<file path="src/rtl/rtfd_pkg.sv">
// Package for the reload timer with free divider.
// Holds the request type, operation and register codes, and the period table.
// No dependencies.
`default_nettype none

package rtfd_pkg;

	// Operation codes; code 3 is unused and changes nothing
	localparam logic [1:0] OP_TICK  = 2'd0;
	localparam logic [1:0] OP_READ  = 2'd1;
	localparam logic [1:0] OP_WRITE = 2'd2;

	// Register select codes
	localparam logic [1:0] REG_DIV    = 2'd0;
	localparam logic [1:0] REG_COUNT  = 2'd1;
	localparam logic [1:0] REG_RELOAD = 2'd2;
	localparam logic [1:0] REG_CTRL   = 2'd3;

	localparam int DIV_ACC_W   = 9;
	localparam int TIMER_ACC_W = 32;
	localparam int PERIOD_W    = 11;

	localparam logic [DIV_ACC_W:0] DIV_PERIOD = 10'd256;
	localparam int CTRL_ENABLE_BIT = 2;
	localparam logic [7:0] COUNT_TOP = 8'hff;

	typedef struct packed {
		logic [1:0] operation;
		logic [1:0] reg_select;
		logic [7:0] write_data;
	} req_t;

	// Timer period chosen by control bits 1:0
	function automatic logic [PERIOD_W-1:0] timer_period(input logic [1:0] rate);
		logic [PERIOD_W-1:0] p;
		case (rate)
			2'd0: p = 11'd1024;
			2'd1: p = 11'd16;
			2'd2: p = 11'd64;
			2'd3: p = 11'd256;
			default: p = 11'd1024;
		endcase
		return p;
	endfunction

endpackage

`default_nettype wire

</file>
<file path="src/rtl/rtfd_core.sv">
// Register file and tick logic of the reload timer.
// Depends on rtfd_pkg.
`default_nettype none

module rtfd_core #(
	parameter int TICK_CYCLES = 64
) (
	input  wire logic          clk,
	input  wire logic          arst_n,
	input  wire logic          fire,
	input  rtfd_pkg::req_t     req,
	output logic [7:0]         read_data,
	output logic               timer_irq
);
	import rtfd_pkg::*;

	localparam logic [DIV_ACC_W:0]     DIV_DELTA   = (DIV_ACC_W+1)'(TICK_CYCLES);
	localparam logic [TIMER_ACC_W-1:0] TIMER_DELTA = TIMER_ACC_W'(TICK_CYCLES);

	logic [7:0]             divider_q, counter_q, reload_q, control_q;
	logic [DIV_ACC_W-1:0]   div_acc_q;
	logic [TIMER_ACC_W-1:0] timer_acc_q;

	logic [DIV_ACC_W:0]     div_sum;
	logic [DIV_ACC_W-1:0]   div_acc_nxt;
	logic                   div_step;
	logic [TIMER_ACC_W-1:0] timer_sum, timer_acc_nxt;
	logic [TIMER_ACC_W-1:0] period;
	logic                   timer_step, wrap;
	logic                   is_tick, is_read, is_write;

	always_comb begin
		is_tick  = (req.operation == OP_TICK);
		is_read  = (req.operation == OP_READ);
		is_write = (req.operation == OP_WRITE);

		div_sum  = {1'b0, div_acc_q} + DIV_DELTA;
		div_step = (div_sum > DIV_PERIOD);
		div_acc_nxt = div_step ? DIV_ACC_W'(div_sum - DIV_PERIOD) : DIV_ACC_W'(div_sum);

		timer_sum  = timer_acc_q + TIMER_DELTA;
		period     = TIMER_ACC_W'(timer_period(control_q[1:0]));
		timer_step = control_q[CTRL_ENABLE_BIT] && (timer_sum > period);
		timer_acc_nxt = timer_step ? (timer_sum - period) : timer_sum;
		wrap = timer_step && (counter_q == COUNT_TOP);

		read_data = 8'd0;
		if (is_read) begin
			case (req.reg_select)
				REG_DIV:    read_data = divider_q;
				REG_COUNT:  read_data = counter_q;
				REG_RELOAD: read_data = reload_q;
				REG_CTRL:   read_data = control_q;
				default:    read_data = control_q;
			endcase
		end
		timer_irq = is_tick && wrap;
	end

	always_ff @(posedge clk or negedge arst_n) begin
		if (!arst_n) begin
			divider_q   <= '0;
			counter_q   <= '0;
			reload_q    <= '0;
			control_q   <= '0;
			div_acc_q   <= '0;
			timer_acc_q <= '0;
		end else if (fire) begin
			if (is_tick) begin
				div_acc_q   <= div_acc_nxt;
				timer_acc_q <= timer_acc_nxt;
				if (div_step)
					divider_q <= divider_q + 8'd1;
				if (wrap)
					counter_q <= reload_q;
				else if (timer_step)
					counter_q <= counter_q + 8'd1;
			end else if (is_write) begin
				case (req.reg_select)
					REG_DIV:    divider_q <= req.write_data;
					REG_COUNT:  counter_q <= req.write_data;
					REG_RELOAD: reload_q  <= req.write_data;
					REG_CTRL:   control_q <= req.write_data;
					default:    control_q <= req.write_data;
				endcase
			end
		end
	end

endmodule

`default_nettype wire

</file>
<file path="src/rtl/reload_timer_with_free_divider.sv">
// Top level of the reload timer with free divider: request and result handshakes.
// Depends on rtfd_pkg and rtfd_core.
// Each accepted request passes the request register and then the result register; rsp_valid
// rises when it enters the result register, which waits while a held result is not taken.
// Throughput: one request per cycle while results are taken; each request is applied as it
// leaves the request register, so a tick or access may follow in the very next cycle.
`default_nettype none

module reload_timer_with_free_divider #(
	parameter int TICK_CYCLES = 64
) (
	input  wire logic       clk,
	input  wire logic       arst_n,
	input  wire logic       req_valid,
	output logic            req_ready,
	input  wire logic [1:0] operation,
	input  wire logic [1:0] reg_select,
	input  wire logic [7:0] write_data,
	output logic            rsp_valid,
	input  wire logic       rsp_ready,
	output logic [7:0]      read_data,
	output logic            timer_irq
);
	import rtfd_pkg::*;

	// Reset: arst_n clears the timer registers, accumulators and both stage valids at once;
	// the request and result payload registers are not reset.

	// Request register
	logic       valid_s1;
	req_t       req_s1;
	// Result register
	logic       valid_s2;
	logic [7:0] read_data_s2;
	logic       irq_s2;

	logic       advance;
	logic [7:0] core_rd;
	logic       core_irq;

	// Move the held request on whenever the result register is free or draining
	assign advance   = valid_s1 && (!valid_s2 || rsp_ready);
	assign req_ready = !valid_s1 || advance;

	always_ff @(posedge clk or negedge arst_n) begin
		if (!arst_n) begin
			valid_s1 <= 1'b0;
		end else if (req_ready) begin
			valid_s1 <= req_valid;
		end
	end

	// Payload holds while the stage stalls
	always_ff @(posedge clk) begin
		if (req_ready && req_valid) begin
			req_s1.operation  <= operation;
			req_s1.reg_select <= reg_select;
			req_s1.write_data <= write_data;
		end
	end

	// Register state is updated exactly when the request advances
	rtfd_core #(
		.TICK_CYCLES(TICK_CYCLES)
	) u_core (
		.clk       (clk),
		.arst_n    (arst_n),
		.fire      (advance),
		.req       (req_s1),
		.read_data (core_rd),
		.timer_irq (core_irq)
	);

	always_ff @(posedge clk or negedge arst_n) begin
		if (!arst_n) begin
			valid_s2 <= 1'b0;
		end else if (advance) begin
			valid_s2 <= 1'b1;
		end else if (rsp_ready) begin
			valid_s2 <= 1'b0;
		end
	end

	always_ff @(posedge clk) begin
		if (advance) begin
			read_data_s2 <= core_rd;
			irq_s2       <= core_irq;
		end
	end

	assign rsp_valid = valid_s2;
	assign read_data = read_data_s2;
	assign timer_irq = irq_s2;

endmodule

`default_nettype wire
</file>
<file path="config.mk">
export PLATFORM = sky130hd
export DESIGN_NAME = reload_timer_with_free_divider
export DESIGN_NICKNAME = d
export VERILOG_FILES = /design/src/rtl/rtfd_pkg.sv /design/src/rtl/rtfd_core.sv /design/src/rtl/reload_timer_with_free_divider.sv
export SDC_FILE = /design/constraint.sdc
export NUM_CORES = 1
export LEC_CHECK = 0
export BUFFER_PORTS_ARGS = -buffer_cell sky130_fd_sc_hd__buf_2
export CAP_MARGIN = 40
export CELL_PAD_IN_SITES_DETAIL_PLACEMENT = 1
export CELL_PAD_IN_SITES_GLOBAL_PLACEMENT = 1
export CORE_ASPECT_RATIO = 0.6
export CORE_MARGIN = 3
export CORE_UTILIZATION = 49
export CTS_CLUSTER_DIAMETER = 200
export DETAILED_ROUTE_END_ITERATION = 7
export GPL_TIMING_DRIVEN = 0
export HOLD_SLACK_MARGIN = 0.15
export PLACE_DENSITY = 0.9
export SETUP_SLACK_MARGIN = 0.5
export SYNTH_ARGS = -nofsm -noshare
export SYNTH_HDL_FRONTEND = slang
export SYNTH_SLANG_ARGS = --single-unit
export TNS_END_PERCENT = 20
</file>
<file path="constraint.sdc">
create_clock -name clk -period 4.3 [get_ports clk]
set_input_delay 0.86 -clock clk [delete_from_list [all_inputs] [get_ports clk]]
set_output_delay 0.86 -clock clk [all_outputs]
set_load 0.1 [all_outputs]
</file>
# ---- Word level (Yosys, flattened, before mapping)
# Cells that the tools add are included.
dict set report word_totals {
  reg_bits 96
  in_bits 16
  elab_cells 69
}
dict set report classes {
  n_addsub 6
  n_lt_le_gt_ge 2
  n_eq_ne 11
  muxes 15
  bitwise_logic 1
  reduce_logical 21
}
# cell count
set ops {}
lappend ops {{2-to-1 mux 8 bit} 9}
lappend ops {{case mux 11 bit (4 select lines)} 1}
lappend ops {{adder 32 x 7 -> 32 bit, second input constant} 1}
lappend ops {{> comparator 32 x 11 -> 1 bit} 1}
lappend ops {{2-to-1 mux 32 bit} 1}
lappend ops {{case mux 8 bit (4 select lines)} 1}
lappend ops {{subtractor 32 x 11 -> 32 bit} 1}
lappend ops {{adder 8 x 1 -> 8 bit, second input constant} 2}
lappend ops {{AND reduction 4 bit} 4}
lappend ops {{adder 9 x 7 -> 10 bit, second input constant} 1}
lappend ops {{== test 2 bit, second input constant} 5}
lappend ops {{> comparator 10 x 9 -> 1 bit, second input constant} 1}
lappend ops {{2-to-1 mux 9 bit} 1}
lappend ops {{subtractor 9 bit, second input constant} 1}
lappend ops {{== test 8 bit, second input constant} 1}
lappend ops {{nonzero test 2 bit} 4}
lappend ops {{== test 2 x 1 -> 1 bit, second input constant} 3}
lappend ops {{logical NOT 2 bit} 3}
lappend ops {{logical AND 1 bit} 5}
lappend ops {{inequality test 3 x 1 -> 1 bit, second input constant} 1}
lappend ops {{logical NOT 1 bit} 2}
lappend ops {{logical OR 1 bit} 2}
lappend ops {{2-to-1 mux 1 bit} 2}
lappend ops {{inequality test 2 x 1 -> 1 bit, second input constant} 1}
lappend ops {{2 further kinds} 2}

# ---- Depth between registers and ports, before layout
dict set report depth {
  ltp_word 7
  mapped_depth 15
  ltp_nobuf 12
}

# ---- By module
# A second synthesis with hierarchy kept.
dict set report unflattened {
  cells_unflattened 571
  hier_area_um2 5562.8
}
# module instances cells_each area_each_um2 seq_area_each_um2
set by_module_without_submodules {}
lappend by_module_without_submodules {rtfd_core 1 542 4828.4 1576.5}
lappend by_module_without_submodules {reload_timer_with_free_divider 1 29 734.5 680.7}

# ---- Worst setup path before layout
# Ideal clock, no wire load.
dict set report synth_timing {
  path_type {reg2reg}
  startpoint {register u_core.timer_acc_q[6]}
  endpoint {register u_core.timer_acc_q[17]}
  setup_ps 142
  t_arrival_ps 3254
  required_time_ps 4158
  slack_ps 904
  stages_incl_launch_ff 13
  path_buffers 2
  period_less_slack_ps 3396
  path_cell_list {dfrtp_1 -> ha_1 -> buf_2 -> nand4_4 -> or4_1 -> mux2i_1 -> a221o_2 -> nor4_4 -> buf_6 -> a21oi_2 -> and4_1 -> a211oi_1 -> o221ai_1}
}
dict set report synth_via {
  elab_chain_len 4
}
# item line
set synth_lines {}
lappend synth_lines {{from (decl)} rtfd_core.sv:22} ;# logic [TIMER_ACC_W-1:0] timer_acc_q;
lappend synth_lines {{from (signal assigned)} rtfd_core.sv:71} ;# timer_acc_q <= timer_acc_nxt;
lappend synth_lines {{adder 32 x 7 -> 32 bit *} rtfd_core.sv:41} ;# timer_sum = timer_acc_q + TIMER_DELTA;
lappend synth_lines {{> comparator 32 x 11 -> 1 bit} rtfd_core.sv:43} ;# timer_step = control_q[CTRL_ENABLE_BIT] && (timer_sum > period);
lappend synth_lines {{logical AND 1 bit} rtfd_core.sv:43}
lappend synth_lines {{2-to-1 mux 32 bit *} rtfd_core.sv:44} ;# timer_acc_nxt = timer_step ? (timer_sum - period) : timer_sum;
# Mark *: on every way between the ends. The rest lies on a longest branch, timed or not.
# A chain may end at the register's enable or synchronous reset.

# ---- Worst setup path in the final report
dict set report layout_timing {
  startpoint {register u_core.timer_acc_q[10]}
  endpoint {register u_core.timer_acc_q[29]}
}
# The elaborated chain is that of the path after synthesis.

==> impl_metrics.json <==
{
  "setup.reg_to_reg.worst_slack_ps": 470,
  "run_status": "complete, no violations",
  "die_height_microns": 89.0,
  "drc": 0,
  "final-max-slew-violation-count": 0,
  "clock_insertion_delay_worst_skew_ps": 350,
  "die_area_sq_mm": 0.0128,
  "critical_path_class": "flop to flop",
  "antenna_found_initial": 0,
  "total_placed_instance_area_sq_mm": 0.00596,
  "antenna_cells_inserted": 0,
  "rsz_0062_raised_after_global_routing": "true",
  "drive_above_1_share": 0.204,
  "antenna_left": 0,
  "fin_nets": 659,
  "fp.coreArea_sq_mm": 0.0109,
  "final_cells": 777,
  "netlist-cell-type-count": 73,
  "worst_pin_slew_ps": 914,
  "synth_warn": 0,
  "dominantRegCellSynth": "sky130_fd_sc_hd__dfrtp_1",
  "async_sr_flop_fraction": 0.756,
  "hp-class": "primary input to async pin",
  "syn-cell-area_sq_mm": 0.00563,
  "syn-num-nets": 608,
  "vias": 5252,
  "postSynthCellCount": 582,
  "cp-start-kind": "flop",
  "number_of_global_route_vias_before_repair": 5103,
  "max_clock_freq_mhz": 261,
  "gpl.final_weighted_congestion": 0.980,
  "report.final.hold_viol_count": 0,
  "cts_tree": "built",
  "critPathCaptureType": "flop",
  "drtPass1Iterations": 5,
  "grt_pass1_wl_microns": 28500,
  "floorplan_row_count": 29,
  "start_util": 0.517,
  "final_core_utilization": 0.586,
  "timing.setup.tns_ps": 0,
  "dp_cells": 750,
  "cp_data_required_time_ps": 4580,
  "cap_viol_max_count": 0,
  "irDropWorstVdd_uv": 296,
  "reg2reg_from": "u_core.timer_acc_q[10]",
  "yosysSeqAreaShare": 0.401,
  "syn_to_final_growth_pct": 13.4,
  "via_per_inst": 6.76,
  "cp-startpoint": "u_core.timer_acc_q[10]",
  "initialDrtViolationCount": 695,
  "layout.cells.most_common": "sky130_fd_sc_hd__dfrtp_1",
  "boundary_pins": 27,
  "root_buffer": "sky130_fd_sc_hd__clkbuf_16",
  "clock-skew-final_ps": 10.2,
  "buffer_ports.inserted": 26,
  "detailed_place_hpwl_microns": 13100,
  "synth-edff-count": 21,
  "fin_area_sq_mm": 0.00638,
  "cts.htree.levels": 3,
  "clkSinkCount": 86,
  "cp.arrival_ps": 4110,
  "final-setup-viol-count": 0,
  "worst_setup_hold_path_clk_slew_ps": 70,
  "post-route-min-period_ps": 3830,
  "cts_inserted_buffers": 9,
  "layout.cells.most_common_list": "sky130_fd_sc_hd__dfrtp_1 (63), sky130_fd_sc_hd__nand2_1 (56), sky130_fd_sc_hd__buf_2 (37)",
  "wirelength_microns": 18700,
  "slew_headroom": 0.389,
  "routedWlPerCell_microns": 24.1,
  "syn_avg_cell_area_sq_um": 9.67,
  "overall_overflow_remaining_after_global_route": 0,
  "grt_start_max_net_pins": 42,
  "powerDensity_mw_per_mm2": 520,
  "maximum_buffer_depth_of_the_clock_tree": 2,
  "chipWidth_microns": 144,
  "synth-seq-cells": 86,
  "grt_use_total": 0.293,
  "p_leak_nw": 2.52,
  "layout_worst_path_cycle_share": 0.892,
  "crit_fanout": 10
}
## cell usage after synthesis (all sizes together), types with 4 or more instances
| cell | n | area (sq um) |
|---|---|---|
| nand2b | 9 | 56.3 |
| edfxtp | 21 | 631 |
| o21ai | 23 | 115 |
| inv | 16 | 60.1 |
| nand3 | 32 | 160 |
| and3 | 7 | 43.8 |
| a21o | 5 | 37.5 |
| a211oi | 10 | 75.1 |
| nand4 | 17 | 143 |
| a31oi | 12 | 75.1 |
| xor2 | 15 | 131 |
| mux4 | 8 | 180 |
| nor2b | 10 | 62.6 |
| or3 | 9 | 57.6 |
| buf | 20 | 119 |
| o31ai | 8 | 60.1 |
| nor4 | 11 | 98.8 |
| xnor2 | 30 | 263 |
| ha | 10 | 125 |
| or4 | 8 | 68.8 |
| nor3 | 18 | 90.1 |
| and4 | 7 | 62.6 |
| mux2 | 17 | 191 |
| nor2 | 33 | 124 |
| dfrtp | 65 | 1630 |
| clkbuf | 16 | 61.3 |
| a211o | 4 | 35.0 |
| a21oi | 24 | 128 |
| mux2i | 14 | 140 |
| nand2 | 57 | 214 |
## registers in the layout, indices dropped and copies added, names as in the netlist
name	count
u_core.divider_q	8
req_s1	12
u_core.reload_q	8
u_core.control_q	8
u_core.counter_q	8
valid_s1	1
u_core.div_acc_q	3
u_core.timer_acc_q	28
rsp_valid	1
read_data	8
timer_irq	1
## path summary, 6_finish.rpt
path / endpoint / cells past startpoint
worst max-delay path: u_core.timer_acc_q[29] / 10
worst min-delay path: u_core.timer_acc_q[16] / 1
worst max register to register: u_core.timer_acc_q[29] / 10
worst min register to register: u_core.timer_acc_q[4] / 2
max in group asynchronous: u_core.reload_q[7] / 2
min in group clk: u_core.timer_acc_q[4] / 2
## through the flow
| stage | setup WS (ps) | total power [mW] | hold slack, ps |
|---|---|---|---|
| CTS | 495 | 3.25 | 432 |
| detailed placement | 208 | 2.44 | 482 |
| floorplan | 904 | 2.08 | 450 |
| global route | 357 | 3.47 | 440 |
| global placement | 343 | 2.34 | 469 |
| finish | 466 | 3.31 | 428 |
## logic make-up after synthesis
family,after synthesis,share of synthesized area
compound gates,118,0.144
xor+xnor,45,0.0701
fa+ha+maj,10,0.0222
buf+inv,52,0.0427
flops,86,0.401
mux,39,0.0910
simple gates,232,0.229
## power by group
group / switching (mW) / internal [mW]
Clock: 0.358 / 0.416
Combinational: 0.774 / 0.496
Sequential: 0.240 / 1.03
## metal layers
metal | GRT usage | wire length, microns
met5 | 0 | 0
met4 | 0.0728 | 323
met2 | 0.416 | 7870
met1 | 0.433 | 8210
met3 | 0.0957 | 2350
## repair_timing
action / 4_1_cts / 5_1_grt
resized for setup: 5 / 10
pin swaps: 2 / 5
setup buffers: 5 / 6
hold buffers: 0 / 0
endpoints found under the setup margin: 36 / 30
## critical path, stage by stage, from the launching register on
cell	delay, ps
sky130_fd_sc_hd__dfrtp_1	460
sky130_fd_sc_hd__clkbuf_1	490
sky130_fd_sc_hd__nand3_1	180
sky130_fd_sc_hd__buf_2	240
sky130_fd_sc_hd__nor4_1	580
sky130_fd_sc_hd__xor2_1	360
sky130_fd_sc_hd__nor4_4	110
sky130_fd_sc_hd__a211oi_1	580
sky130_fd_sc_hd__or3b_1	410
sky130_fd_sc_hd__a21oi_1	180
sky130_fd_sc_hd__xor2_1	150
## final cells by class
type	count	area, sq um
fill	1252	4510
multi-input combinational	444	3160
sequential	86	2260
timing repair buffer	40	245
clock buffer	10	239
buffer	36	185
tap	139	174
inverter	16	60.1
clock inverter	6	51.3
Note: power is estimated with default switching activity, not from simulation.
